$ cat src/hdl/ssd_pkg.sv
// shared types, codes and glyph table of the seven-segment display driver
// no dependencies
package ssd_pkg;

    typedef enum logic [1:0] {
        OP_SET_DIGIT  = 2'd0,
        OP_SET_NUMBER = 2'd1,
        OP_TICK       = 2'd2
    } op_t;

    typedef enum logic [1:0] {
        ST_IDLE,
        ST_DIVIDE,
        ST_WRITE,
        ST_SIGN
    } state_t;

    typedef struct packed {
        logic set_digit;
        logic tick;
        logic load_number;
        logic divide;
        logic write_digit;
        logic write_sign;
    } cmd_t;

    typedef struct packed {
        logic number_ok;
        logic quot_zero;
        logic negative;
    } status_t;

    localparam int MAG_W  = 14;
    localparam int QUOT_W = 10;
    localparam int POS_W  = 3;

    localparam logic [12:0]        RECIP_TEN     = 13'd6554;
    localparam logic signed [15:0] NUMBER_HIGH   = 16'sd10000;
    localparam logic signed [15:0] NUMBER_LOW    = -16'sd1000;
    localparam logic signed [4:0]  VALUE_MIN     = -5'sd1;
    localparam logic signed [4:0]  VALUE_MAX     = 5'sd9;
    localparam logic [7:0]         MINUS_PATTERN = 8'h40;
    localparam logic [7:0]         DOT_MASK      = 8'h80;

    function automatic logic [7:0] glyph(input logic [3:0] value);
        logic [7:0] pat;
        unique case (value)
            4'd0:    pat = 8'h3F;
            4'd1:    pat = 8'h06;
            4'd2:    pat = 8'h5B;
            4'd3:    pat = 8'h4F;
            4'd4:    pat = 8'h66;
            4'd5:    pat = 8'h6D;
            4'd6:    pat = 8'h7D;
            4'd7:    pat = 8'h07;
            4'd8:    pat = 8'h7F;
            4'd9:    pat = 8'h6F;
            default: pat = 8'h00;
        endcase
        return pat;
    endfunction

endpackage

$ cat src/hdl/ssd_ctrl.sv
// controller: handshake, output valid and the number-conversion sequencer
// depends on ssd_pkg
module ssd_ctrl
    import ssd_pkg::*;
(
    input  logic       aclk,
    input  logic       aresetn,
    input  logic       s_valid,
    input  logic [1:0] s_operation,
    output logic       s_ready,
    output logic       m_valid,
    input  logic       m_ready,
    input  status_t    status,
    output cmd_t       cmd
);

    state_t state_reg, state_next;
    logic   m_valid_reg, m_valid_next;
    logic   accept;

    always_ff @(posedge aclk) begin
        if (!aresetn) begin
            state_reg   <= ST_IDLE;
            m_valid_reg <= 1'b0;
        end else begin
            state_reg   <= state_next;
            m_valid_reg <= m_valid_next;
        end
    end

    assign m_valid = m_valid_reg;
    assign s_ready = (state_reg == ST_IDLE)
                   && ((s_operation != OP_TICK) || !m_valid_reg || m_ready);
    assign accept  = s_valid && s_ready;

    always_comb begin
        state_next       = state_reg;
        cmd              = '0;
        cmd.set_digit    = accept && (s_operation == OP_SET_DIGIT);
        cmd.tick         = accept && (s_operation == OP_TICK);
        m_valid_next     = m_valid_reg;
        if (cmd.tick) begin
            m_valid_next = 1'b1;
        end else if (m_ready) begin
            m_valid_next = 1'b0;
        end
        unique case (state_reg)
            ST_IDLE: begin
                if (accept && (s_operation == OP_SET_NUMBER) && status.number_ok) begin
                    cmd.load_number = 1'b1;
                    state_next      = ST_DIVIDE;
                end
            end
            ST_DIVIDE: begin
                cmd.divide = 1'b1;
                state_next = ST_WRITE;
            end
            ST_WRITE: begin
                cmd.write_digit = 1'b1;
                if (!status.quot_zero) begin
                    state_next = ST_DIVIDE;
                end else if (status.negative) begin
                    state_next = ST_SIGN;
                end else begin
                    state_next = ST_IDLE;
                end
            end
            ST_SIGN: begin
                cmd.write_sign = 1'b1;
                state_next     = ST_IDLE;
            end
            default: begin
                state_next = ST_IDLE;
            end
        endcase
    end

endmodule

$ cat src/hdl/ssd_dp.sv
// datapath: pattern store, scan position, divide-by-ten unit, output registers
// depends on ssd_pkg
module ssd_dp
    import ssd_pkg::*;
#(
    parameter int NUM_DIGITS = 4
) (
    input  logic               aclk,
    input  logic               aresetn,
    input  cmd_t               cmd,
    output status_t            status,
    input  logic [1:0]         s_digit_index,
    input  logic signed [4:0]  s_digit_value,
    input  logic               s_dot_on,
    input  logic signed [15:0] s_number,
    output logic [3:0]         m_digit_enable_n,
    output logic [7:0]         m_segments
);

    localparam int IDX_W = (NUM_DIGITS > 1) ? $clog2(NUM_DIGITS) : 1;

    logic [7:0]        store_reg [NUM_DIGITS];
    logic [7:0]        store_next [NUM_DIGITS];
    logic [IDX_W-1:0]  scan_reg, scan_next;
    logic [MAG_W-1:0]  mag_reg;
    logic [QUOT_W-1:0] quot_reg;
    logic [3:0]        rem_reg;
    logic [POS_W-1:0]  pos_reg;
    logic              neg_reg;
    logic [3:0]        en_out_reg;
    logic [7:0]        seg_out_reg;

    logic [15:0]       abs_number;
    logic [26:0]       product;
    logic [QUOT_W-1:0] quot;
    logic [MAG_W-1:0]  times_ten;
    logic [MAG_W-1:0]  remainder;
    logic              value_ok;
    logic              index_ok;
    logic              pos_ok;
    logic [7:0]        digit_pattern;
    logic [3:0]        en_now;

    assign status.number_ok = (s_number > NUMBER_LOW) && (s_number < NUMBER_HIGH);
    assign status.quot_zero = (quot_reg == '0);
    assign status.negative  = neg_reg;

    // divide by ten through the reciprocal, exact below 16384
    assign abs_number = s_number[15] ? 16'(-s_number) : 16'(s_number);
    assign product    = mag_reg * RECIP_TEN;
    assign quot       = product[16 +: QUOT_W];
    assign times_ten  = MAG_W'({quot, 3'b000}) + MAG_W'({quot, 1'b0});
    assign remainder  = mag_reg - times_ten;

    assign value_ok = (s_digit_value >= VALUE_MIN) && (s_digit_value <= VALUE_MAX);
    assign index_ok = int'(s_digit_index) < NUM_DIGITS;
    assign pos_ok   = int'(pos_reg) < NUM_DIGITS;

    always_comb begin
        if (s_digit_value == VALUE_MIN) begin
            digit_pattern = MINUS_PATTERN;
        end else begin
            digit_pattern = glyph(s_digit_value[3:0]);
        end
        if (s_dot_on) begin
            digit_pattern = digit_pattern | DOT_MASK;
        end
    end

    always_comb begin
        for (int i = 0; i < 4; i++) begin
            en_now[i] = !(int'(scan_reg) == i);
        end
    end

    assign scan_next = (scan_reg == IDX_W'(NUM_DIGITS - 1)) ? '0 : scan_reg + 1'b1;

    always_comb begin
        store_next = store_reg;
        if (cmd.load_number) begin
            for (int i = 0; i < NUM_DIGITS; i++) begin
                store_next[i] = '0;
            end
        end
        if (cmd.set_digit && value_ok && index_ok) begin
            store_next[IDX_W'(s_digit_index)] = digit_pattern;
        end
        if (cmd.write_digit && pos_ok) begin
            store_next[IDX_W'(pos_reg)] = glyph(rem_reg);
        end
        if (cmd.write_sign && pos_ok) begin
            store_next[IDX_W'(pos_reg)] = MINUS_PATTERN;
        end
    end

    always_ff @(posedge aclk) begin
        if (!aresetn) begin
            for (int i = 0; i < NUM_DIGITS; i++) begin
                store_reg[i] <= '0;
            end
            scan_reg <= '0;
        end else begin
            store_reg <= store_next;
            if (cmd.tick) begin
                scan_reg <= scan_next;
            end
        end
    end

    always_ff @(posedge aclk) begin
        if (cmd.load_number) begin
            mag_reg <= abs_number[MAG_W-1:0];
            neg_reg <= s_number[15];
            pos_reg <= '0;
        end
        if (cmd.divide) begin
            quot_reg <= quot;
            rem_reg  <= remainder[3:0];
        end
        if (cmd.write_digit) begin
            mag_reg <= MAG_W'(quot_reg);
            pos_reg <= pos_reg + 1'b1;
        end
        if (cmd.tick) begin
            en_out_reg  <= en_now;
            seg_out_reg <= store_reg[scan_reg];
        end
    end

    assign m_digit_enable_n = en_out_reg;
    assign m_segments       = seg_out_reg;

endmodule

$ cat src/hdl/seven_segment_mux_display.sv
// Multiplexed seven-segment display driver. A tick loads the output register, and a new
// transaction is taken while that result waits unless it is another tick. A set-number
// transaction occupies the block while the divide-by-ten loop runs (one reciprocal
// multiply, then one store write, per decimal digit of the magnitude), then a minus-sign
// write for a negative number. Segment patterns reset to blank, scan to digit 0.
// top level: instantiates ssd_ctrl and ssd_dp, depends on ssd_pkg
module seven_segment_mux_display
    import ssd_pkg::*;
#(
    parameter int NUM_DIGITS = 4
) (
    input  logic               aclk,
    input  logic               aresetn,
    input  logic               s_valid,
    output logic               s_ready,
    input  logic [1:0]         s_operation,
    input  logic [1:0]         s_digit_index,
    input  logic signed [4:0]  s_digit_value,
    input  logic               s_dot_on,
    input  logic signed [15:0] s_number,
    output logic               m_valid,
    input  logic               m_ready,
    output logic [3:0]         m_digit_enable_n,
    output logic [7:0]         m_segments
);

    cmd_t    cmd;
    status_t status;

    ssd_ctrl u_ctrl (
        .aclk        (aclk),
        .aresetn     (aresetn),
        .s_valid     (s_valid),
        .s_operation (s_operation),
        .s_ready     (s_ready),
        .m_valid     (m_valid),
        .m_ready     (m_ready),
        .status      (status),
        .cmd         (cmd)
    );

    ssd_dp #(
        .NUM_DIGITS (NUM_DIGITS)
    ) u_dp (
        .aclk             (aclk),
        .aresetn          (aresetn),
        .cmd              (cmd),
        .status           (status),
        .s_digit_index    (s_digit_index),
        .s_digit_value    (s_digit_value),
        .s_dot_on         (s_dot_on),
        .s_number         (s_number),
        .m_digit_enable_n (m_digit_enable_n),
        .m_segments       (m_segments)
    );

endmodule

$ cat config.mk
export PLATFORM = sky130hd
export DESIGN_NAME = seven_segment_mux_display
export DESIGN_NICKNAME = d
export VERILOG_FILES = /design/src/hdl/ssd_pkg.sv /design/src/hdl/ssd_ctrl.sv /design/src/hdl/ssd_dp.sv /design/src/hdl/seven_segment_mux_display.sv
export SDC_FILE = /design/constraint.sdc
export NUM_CORES = 1
export LEC_CHECK = 0
export BUFFER_PORTS_ARGS = -buffer_cell sky130_fd_sc_hd__clkbuf_2
export CAP_MARGIN = 10
export CORE_MARGIN = 5
export CORE_UTILIZATION = 30
export CTS_BUF_LIST = sky130_fd_sc_hd__clkbuf_8 sky130_fd_sc_hd__clkbuf_16
export DETAILED_ROUTE_END_ITERATION = 6
export GPL_TIMING_DRIVEN = 0
export PLACE_DENSITY = 0.49
export SYNTH_ARGS = -nofsm -noshare
export SYNTH_HDL_FRONTEND = slang
export SYNTH_SLANG_ARGS = --single-unit
$ cat constraint.sdc
create_clock -name aclk -period 5.9 [get_ports aclk]
set_input_delay 1.18 -clock aclk [delete_from_list [all_inputs] [get_ports aclk]]
set_output_delay 1.18 -clock aclk [all_outputs]
set_load 0.05 [all_outputs]
Yosys cells after proc, flatten, opt, wreduce, memory -nomap -nowiden

Memories as Yosys holds them, arrays and structs flattened. A register that Yosys moved wholly into a read port is not among the register bits.
Index checks and enable logic that the tools add are counted.

Register bits: 81
Memory bits (read-only): 224
Input port bits: 30
Output and inout port bits: 14
Word-level logic and storage cells: 111
Memories kept: 2

Memory list:

| name            | words | width | rd ports | clocked after Yosys merged registers in | write ports | line          | source |
|---|---|---|---|---|---|---|---|
| (no name shown) | 16    | 7     | 1        | 1                                       | 0           | ssd_pkg.sv:47 | `unique case (value)` |
| (no name shown) | 16    | 7     | 1        | 0                                       | 0           | ssd_pkg.sv:47 |  |

Add/sub/neg operators: 5
Multiply operators: 1
Order comparisons: 10
Equality and inequality tests: 12
Mux-type cells: 34
Bitwise operators: 6
Reductions and logical operators: 26

Operator list:

| cell                     | count |
|---|---|
| $mux W32                 | 4 |
| $bwmux W32               | 2 |
| $mux W8                  | 7 |
| $demux W8 S2             | 2 |
| $and A28 B28 Y28         | 1 |
| $not A28 Y28             | 1 |
| $mul A14 B12 Y25 const B | 1 |
| $mux W10                 | 2 |
| $bmux W8 S2              | 1 |
| $gt A16 B11 Y1 const B   | 1 |
| $lt A16 B15 Y1 const B   | 1 |
| $mux W14                 | 1 |
| $neg A14 Y14             | 1 |
| $logic_and A1 B1 Y1      | 13 |
| $eq A2 B2 Y1 const B     | 6 |
| $logic_not A10 Y1        | 1 |
| $ge A3 B3 Y1 const B     | 3 |
| $not A2 Y3               | 3 |
| $mux W2                  | 4 |
| $pmux W2 S4              | 1 |
| $mux W1                  | 7 |
| $eq A2 B1 Y1 const B     | 3 |
| $logic_not A2 Y1         | 3 |
| $lt A3 B1 Y1 const B     | 2 |
| other kinds (15)         | 23 |

Logic depth before layout (Yosys ltp)

Gate-level depths: netlist of the first run.

Depth after elaboration: 16
Gate-level depth with buffers: 29
Gate-level depth less buffers: 29

Hierarchy

From an unflattened synthesis of the first run, not the netlist that was laid out.

Cells, all modules: 796
Area total of the unflattened synthesis: 7877.6 sq um

By module, submodules not included:

| module   | instances | cells an instance | area each (sq um) | sequential area each (sq um) |
|---|---|---|---|---|
| ssd_dp   | 1         | 773               | 7666.1            | 2102.0 |
| ssd_ctrl | 1         | 23                | 211.5             | 60.1 |

Worst setup path after synthesis of the first run

Ideal clock, no wire load.

Kind: register to register
Start: register u_dp.mag_reg[1]
End: register (tool-made name)
Setup time: 88 ps
Arrival: 6040 ps
Required time: 5812 ps
Setup slack: -228 ps
Cell stages (with the launch flop): 26
Path buffers: 0
Period minus slack after synthesis: 6128 ps
Cell sequence: edfxtp_1 > ha_1 > xor2_1 > ha_1 > fa_1 > fa_1 > inv_1 > fa_1 > inv_1 > ha_1 > and3_1 > and3_1 > and2_1 > nor2_1 > nor2_1 > o21a_1 > nor2_1 > xnor2_1 > ha_1 > nor3b_2 > nor3_1 > a211o_1 > nor2_1 > xnor2_1 > mux2_4 > o31ai_1

RTL lines:

| item                     | line          | source |
|---|---|---|
| start: declaration       | ssd_dp.sv:25  | `logic [MAG_W-1:0] mag_reg;` |
| start signal: assignment | ssd_dp.sv:112 | `mag_reg <= abs_number[MAG_W-1:0];` |
| start signal: assignment | ssd_dp.sv:121 | `mag_reg <= MAG_W'(quot_reg);` |

==> results of run 1 <==
==> metrics by stage <==
step | utilization [%] | std cells | setup WS, ps | setup TNS, ps | hold slack, ps
after floorplan | - | 780 | 4.34 | 0 | 425
after global placement | 33.3 | 1153 | -643 | -3760 | 443
after detailed placement | 33.3 | 1153 | -658 | -3830 | 442
after CTS | 36.1 | 1203 | -244 | -1130 | 450
after global routing | 36.6 | 1210 | -603 | -3870 | 482
final | 36.6 | 1210 | -326 | -1600 | 458
==> routing by layer <==
| layer | track usage, % | wire length (µm) |
|---|---|---|
| met5 | 0 | 0 |
| met1 | 19.2 | 9190 |
| met4 | 2.29 | 164 |
| met2 | 23.2 | 9210 |
| met3 | 2.16 | 714 |
==> layout by cell type (no fill, tap or decap), types with 3 or more instances in the layout <==
master | Yosys | layout
nand3_1 | 13 | 11
a21boi_0 | 4 | 4
ha_1 | 115 | 104
a211oi_1 | 17 | 16
a21oi_1 | 20 | 19
mux4_2 | 8 | 8
nor4_2 | 3 | 3
edfxtp_1 | 40 | 40
nor2_1 | 66 | 63
a221oi_1 | 12 | 12
fa_1 | 47 | 47
nor2_4 | 3 | 4
a22oi_1 | 19 | 19
nand2_1 | 46 | 46
a211oi_2 | 2 | 3
buf_6 | 1 | 15
nor3_1 | 23 | 22
o31ai_1 | 6 | 5
inv_2 | 0 | 3
clkbuf_2 | 0 | 43
nor3b_1 | 6 | 4
a211o_1 | 3 | 3
clkbuf_1 | 9 | 9
mux2i_1 | 8 | 7
xor2_1 | 13 | 12
o21ai_0 | 27 | 25
and2_1 | 5 | 4
ha_4 | 0 | 10
nor2b_1 | 6 | 6
dfxtp_1 | 48 | 48
buf_4 | 1 | 27
a21o_1 | 3 | 3
clkbuf_16 | 0 | 10
nor4_1 | 4 | 4
xnor2_1 | 22 | 22
nand2b_1 | 6 | 6
inv_1 | 127 | 124
==> what timing repair did <==
item	4_1_cts	5_1_grt
gates resized for setup	26	14
endpoints found under the hold margin	0	0
pin swaps	23	26
endpoints found under the setup margin	8	9
hold buffers	0	0
buffers inserted	34	7
==> path summary, 6_finish.rpt <==
kind / to / cells after the start / start / slack, ps
max: register / 27 / u_dp.mag_reg[1] / -330
min: u_dp.store_reg[22] / 2 / u_dp.store_reg[22] / 460
max reg2reg: register / 27 / u_dp.mag_reg[1] / -330
min reg2reg: u_dp.store_reg[22] / 2 / u_dp.store_reg[22] / 460
==> layout make-up <==
class | instances | area [µm²] | share of cell area (%)
Multi-Input combinational cell | 548 | 5180 | 56.2
Sequential cell | 88 | 2160 | 23.4
Timing Repair Buffer | 84 | 588 | 6.38
Inverter | 128 | 483 | 5.24
Tap cell | 330 | 413 | 4.48
Clock buffer | 10 | 250 | 2.71
Buffer | 16 | 77.6 | 0.841
Clock inverter | 6 | 66.3 | 0.719
==> critical path, stage by stage, from the launching register on <==
cell	delay [ps]
edfxtp_1	380
buf_6	150
buf_12	120
ha_4	270
xor2_2	150
ha_1	260
fa_1	470
fa_1	490
inv_1	50
fa_1	490
inv_2	50
ha_4	210
buf_4	130
a211oi_2	190
nand3_2	130
nor2_4	130
nor2_2	40
o21a_1	200
nor2_1	150
xnor2_1	120
ha_1	340
nor3b_4	310
nor3b_2	80
a211o_1	310
o211ai_1	220
a21oi_2	100
o41ai_4	410
o31ai_1	130
==> logic make-up after synthesis <==
group / count (synthesis) / share of synthesized area (%)
compound gates: 133 / 12.8
xor+xnor: 35 / 3.99
fa+ha+maj: 162 / 31.0
buf+inv: 144 / 7.27
flops: 88 / 28.2
mux: 17 / 3.59
simple gates: 201 / 13.2
==> report_power, final <==
part / internal [mW] / total [mW] / switching [mW]
Combinational: 1.70 / 3.17 / 1.47
Sequential: 0.777 / 0.824 / 0.0473
Clock: 0.356 / 0.603 / 0.247
Total: 2.84 / 4.60 / 1.76
==> impl_results.md, run 1 <==
- Post-synthesis sequential area ratio: 28.2%
- CTS H-Tree Depth: 3
- Largest net degree at the start of global routing: 22
- Total gr overflow: 0
- Main synth FF type: dfxtp_1
- Flop and latch count out of synthesis: 88
- Period minus WS final: 6230 ps
- Top cell type by total area after synthesis: ha_1
- TritonCTS buffer count: 9
- Mapped Area: 7680 µm²
- Slew margin rel.: 12.2%
- Worst hold path class: reg2reg
- Max FFs per register: 32
- Routed WL: 19300 µm
- Clk slew on worst S/H paths: 70 ps
- Leak Pwr: 4.03 nW
- Antenna Cells: 0
- Failing checks: negative setup slack
- Average instance area after synthesis: 9.84 µm²
- First-pass GRT wire length: 31800 µm
- Endpoints failing setup: 8
- CP Capture Type: register
- Top cells by area, synth: ha_1 (19%), edfxtp_1 (16%), dfxtp_1 (13%)
- Worst-Margin Slew: 1310 ps
- Slew Viols, Final: 0
- Final period util: 106%
- Number of I/O port buffers: 43
- Post-route ant nets: 0
- Vias: 5803
- P per Cell Area: 499 nW/µm²
- Status: finished, violations left
- Fill cell count: 2558
- Fmax: 0.161 GHz
- Chip height: 170 µm
- Drt drc: 0
- Hold Vio Cnt, Final: 0
- Syn Inst Count: 780
- Post-route cell area: 9220 µm²
- Placer Congestion: 0.790
- Starting Density: 30.5%
- CP Launch Type: register
- Dpl hpwl: 15000 µm
- Layout area overhead: 20.1%
- Synthesized Nets: 972
- Post-DP Area: 8380 µm²
- Area share of the largest cell type after synthesis: 18.7%
- CTS tree: yes
- Final Worst Setup Slack: -326 ps
- Sink Count: 88
- DIE AREA: 28900 µm²
- Critical Path AT: 6420 ps
- Starting DRC count in detailed routing: 376
- Vias in the first global route: 5988
- Worst vdd ir: 375 µV
- I/O Pins: 44
- Nets: 1067
- Most frequent cell after synthesis: inv_1
- Post-synth EDFFs: 40
- Netlist cell types: 68
- Pre-Repair DR Iteration Count: 7
- Proportion of layout cells with a drive suffix above 1: 19.0%
- DIE WIDTH: 170 µm
- Clock tree buffer depth: 2
- Root Buffer: clkbuf_16
- Core area: 25200 µm²
- Initial antenna violation count: 0
- Asr flop ratio synth: 0%
- Clock skew: 12.0 ps
- Crit Path Class: reg2reg
- Total power: 4.60 mW
- Crit Path Max Fanout: 4
- Vias per std cell: 4.80
- Site row count: 58
- Warning count from the yosys run: 0
- Insertion delay to the later sink of the worst-skew pair: 340 ps
- RSZ-0062 raised after global routing: true
- Synth top cells by count: inv_1 (127), ha_1 (115), nor2_1 (66)
- Total Routing Usage GR: 13.8%
- Req. time, crit path: 6100 ps
- Max Cap Viol: 0
- Avg WL per Cell: 15.9 µm
Power figures use the tool's default switching activity.
==> inputs of run 2 (changes only) <==
CELL_PAD_IN_SITES_DETAIL_PLACEMENT = 1   (was default)
CELL_PAD_IN_SITES_GLOBAL_PLACEMENT = 1   (was default)
PLACE_DENSITY = 0.58   (was 0.49)
RECOVER_POWER = 25   (was default)
==> run 2 against run 1 <==
Against the previous run: the run still ends with negative setup slack left; critical path depth grew 2; die area unchanged; count of clock-buffer cells in the layout fell by 1; clock skew decreased by 1.2 ps; combinational power is essentially flat; sequential share of layout area fell by 0.13 points; clock power up 3%; core utilization grew 0.21 points; non-clock buffer count up 2; via count up 0.83%; largest power group unchanged; highest routed layer unchanged.
==> impl_results.md, run 2 (synthesis results as in run 1) <==
- Status: finished, violations left (unchanged)
- Failing checks: negative setup slack (unchanged)
- Slew Viols, Final: 0 (unchanged)
- Number of I/O port buffers: 43 (unchanged)
- Total Routing Usage GR: 14.8% (was 13.8%)
- Worst hold path class: reg2reg (unchanged)
- CTS tree: yes (unchanged)
- CTS H-Tree Depth: 3 (unchanged)
- Worst Hold Slack: 468 ps (was 458 ps)
- RSZ-0062 raised after global routing: true (unchanged)
- Hold Buf Count CTS: 0 (unchanged)
- Sink Count: 88 (unchanged)
- R2R setup slack: -380 ps (was -330 ps)
- Dpl hpwl: 16100 µm (was 15000 µm)
- CP Capture Type: register (unchanged)
- TritonCTS buffer count: 9 (unchanged)
- Worst-Margin Slew: 985 ps (was 1310 ps)
- Slowest-stage cell, CP: fa_1 (unchanged)
- Chip height: 170 µm (unchanged)
- Fill cell count: 2880 (was 2558)
- Avg WL per Cell: 17.0 µm (was 15.9 µm)
- Endpoints failing setup: 7 (was 8)
- Period minus WS final: 6280 ps (was 6230 ps)
- P per Cell Area: 496 nW/µm² (was 499 nW/µm²)
- Site row count: 58 (unchanged)
- Clk slew on worst S/H paths: 60 ps (was 70 ps)
- Max Cap Viol: 0 (unchanged)
- Antenna Cells: 0 (unchanged)
- Hold Vio Cnt, Final: 0 (unchanged)
- Vias in the first global route: 6420 (was 5988)
- DIE AREA: 28900 µm² (unchanged)
- Fmax: 0.159 GHz (was 0.161 GHz)
- Nets: 1069 (was 1067)
- Insertion delay to the later sink of the worst-skew pair: 340 ps (about the same)
- Final Worst Setup Slack: -378 ps (was -326 ps)
- Critical Path AT: 6480 ps (was 6420 ps)
- Clock skew: 10.8 ps (was 12.0 ps)
- Total gr overflow: 0 (unchanged)
- Slew margin rel.: 33.6% (was 12.2%)
- Leak Pwr: 4.04 nW (was 4.03 nW)
- RR Startpoint: u_dp.mag_reg[1] (unchanged)
- Post-route ant nets: 0 (unchanged)
- Worst-case reg-to-reg path depth: 29 (was 27)
- Crit path largest cell delay: 540 ps (was 490 ps)
- Leading cell types in the layout, fill and taps excluded: inv_1 (117), ha_1 (103), nor2_1 (62) (was inv_1 (124), ha_1 (104), nor2_1 (63))
- Clock tree buffer depth: 2 (unchanged)
- Routed WL: 20600 µm (was 19300 µm)
- Req. time, crit path: 6100 ps (about the same)
- Post-DP Area: 8380 µm² (unchanged)
- Crit path launch: u_dp.mag_reg[1] (unchanged)
- Post-route cell area: 9270 µm² (was 9220 µm²)
- DIE WIDTH: 170 µm (unchanged)
- Max FFs per register: 32 (unchanged)
- Proportion of layout cells with a drive suffix above 1: 20.3% (was 19.0%)
- I/O Pins: 44 (unchanged)
- Largest net degree at the start of global routing: 22 (unchanged)
- Core area: 25200 µm² (unchanged)
- Pre-Repair DR Iteration Count: 5 (was 7)
- Starting Density: 30.5% (unchanged)
- Final period util: 106% (about the same)
- Initial antenna violation count: 0 (unchanged)
- Most common cell after layout, fill and taps aside: inv_1 (unchanged)
- Crit Path Max Fanout: 5 (was 4)
- Root Buffer: clkbuf_16 (unchanged)
- CP Launch Type: register (unchanged)
- Starting DRC count in detailed routing: 329 (was 376)
- Placer Congestion: 0.787 (was 0.790)
- Drt drc: 0 (unchanged)
- Setup TNS: -2070 ps (was -1600 ps)
- Vias: 5851 (was 5803)
- First-pass GRT wire length: 34000 µm (was 31800 µm)
- Layout area overhead: 20.8% (was 20.1%)
- Worst vdd ir: 397 µV (was 375 µV)
- Vias per std cell: 4.83 (was 4.80)
- Crit Path Class: reg2reg (unchanged)
run 2: worst min path at each step:
| stage | start | to | slack (ps) | cells past startpoint |
|---|---|---|---|---|
| floorplan | u_dp.store_reg[22] | u_dp.store_reg[22] | 420 | 2 |
| global placement | u_dp.store_reg[22] | u_dp.store_reg[22] | 450 | 2 |
| detailed placement | u_dp.store_reg[22] | u_dp.store_reg[22] | 460 | 2 |
| CTS | u_dp.store_reg[22] | u_dp.store_reg[22] | 470 | 2 |
| global route | u_dp.store_reg[22] | u_dp.store_reg[22] | 480 | 2 |
| finish | u_dp.store_reg[22] | u_dp.store_reg[22] | 470 | 2 |
run 2: metrics by stage:
step                util (%)  std cells  power, mW  setup slack (ps)
global placement        33.3       1153       2.98              -666
global route            36.8       1212       5.04              -664
floorplan                  -        780       2.50              4.34
CTS                     36.3       1205       4.49              -262
detailed placement      33.3       1153       3.00              -663
finish                  36.8       1212       4.60              -378
run 2: what timing repair did:
action	4_1_cts	5_1_grt
hold endpoints to repair	0	0
pin swaps	26	30
endpoints found under the setup margin	8	9
buffers inserted	36	9
resized for setup	35	22
run 2: final cells by class:
class                      instances  area (µm²)  share of cell area, %
buffer                            16        76.3                  0.823
timing repair buffer              86         588                   6.34
sequential                        88        2160                   23.3
inverter                         128         483                   5.21
tap                              330         413                   4.45
multi-input combinational        548        5230                   56.4
clock buffer                       9         225                   2.43
clock inverter                     7        93.8                   1.01
run 2: critical path, delay by kind of cell (launching register included):
family / cells / cell delay (ps)
DFF: 1 / 380
xor gates and xnor gates: 1 / 100
and+or+nand+nor: 8 / 1090
AOI/OAI and AO/OA: 5 / 1290
buffers and inverters: 8 / 670
adders and majority gates: 7 / 2630
run 2: report_power, final:
part | internal [mW] | switching (mW) | total (mW)
registers | 0.777 | 0.0473 | 0.824
clock network | 0.372 | 0.247 | 0.619
logic | 1.66 | 1.50 | 3.16
run 2: routing by layer:
layer / vias up / part of all wire [%] / track usage (%)
met2: 72 / 49 / 25.7
met1: 2864 / 47 / 20.1
met5: - / 0 / 0
met3: 20 / 2.6 / 1.86
li1: 2895 / - / -
met4: 0 / 1.2 / 2.88
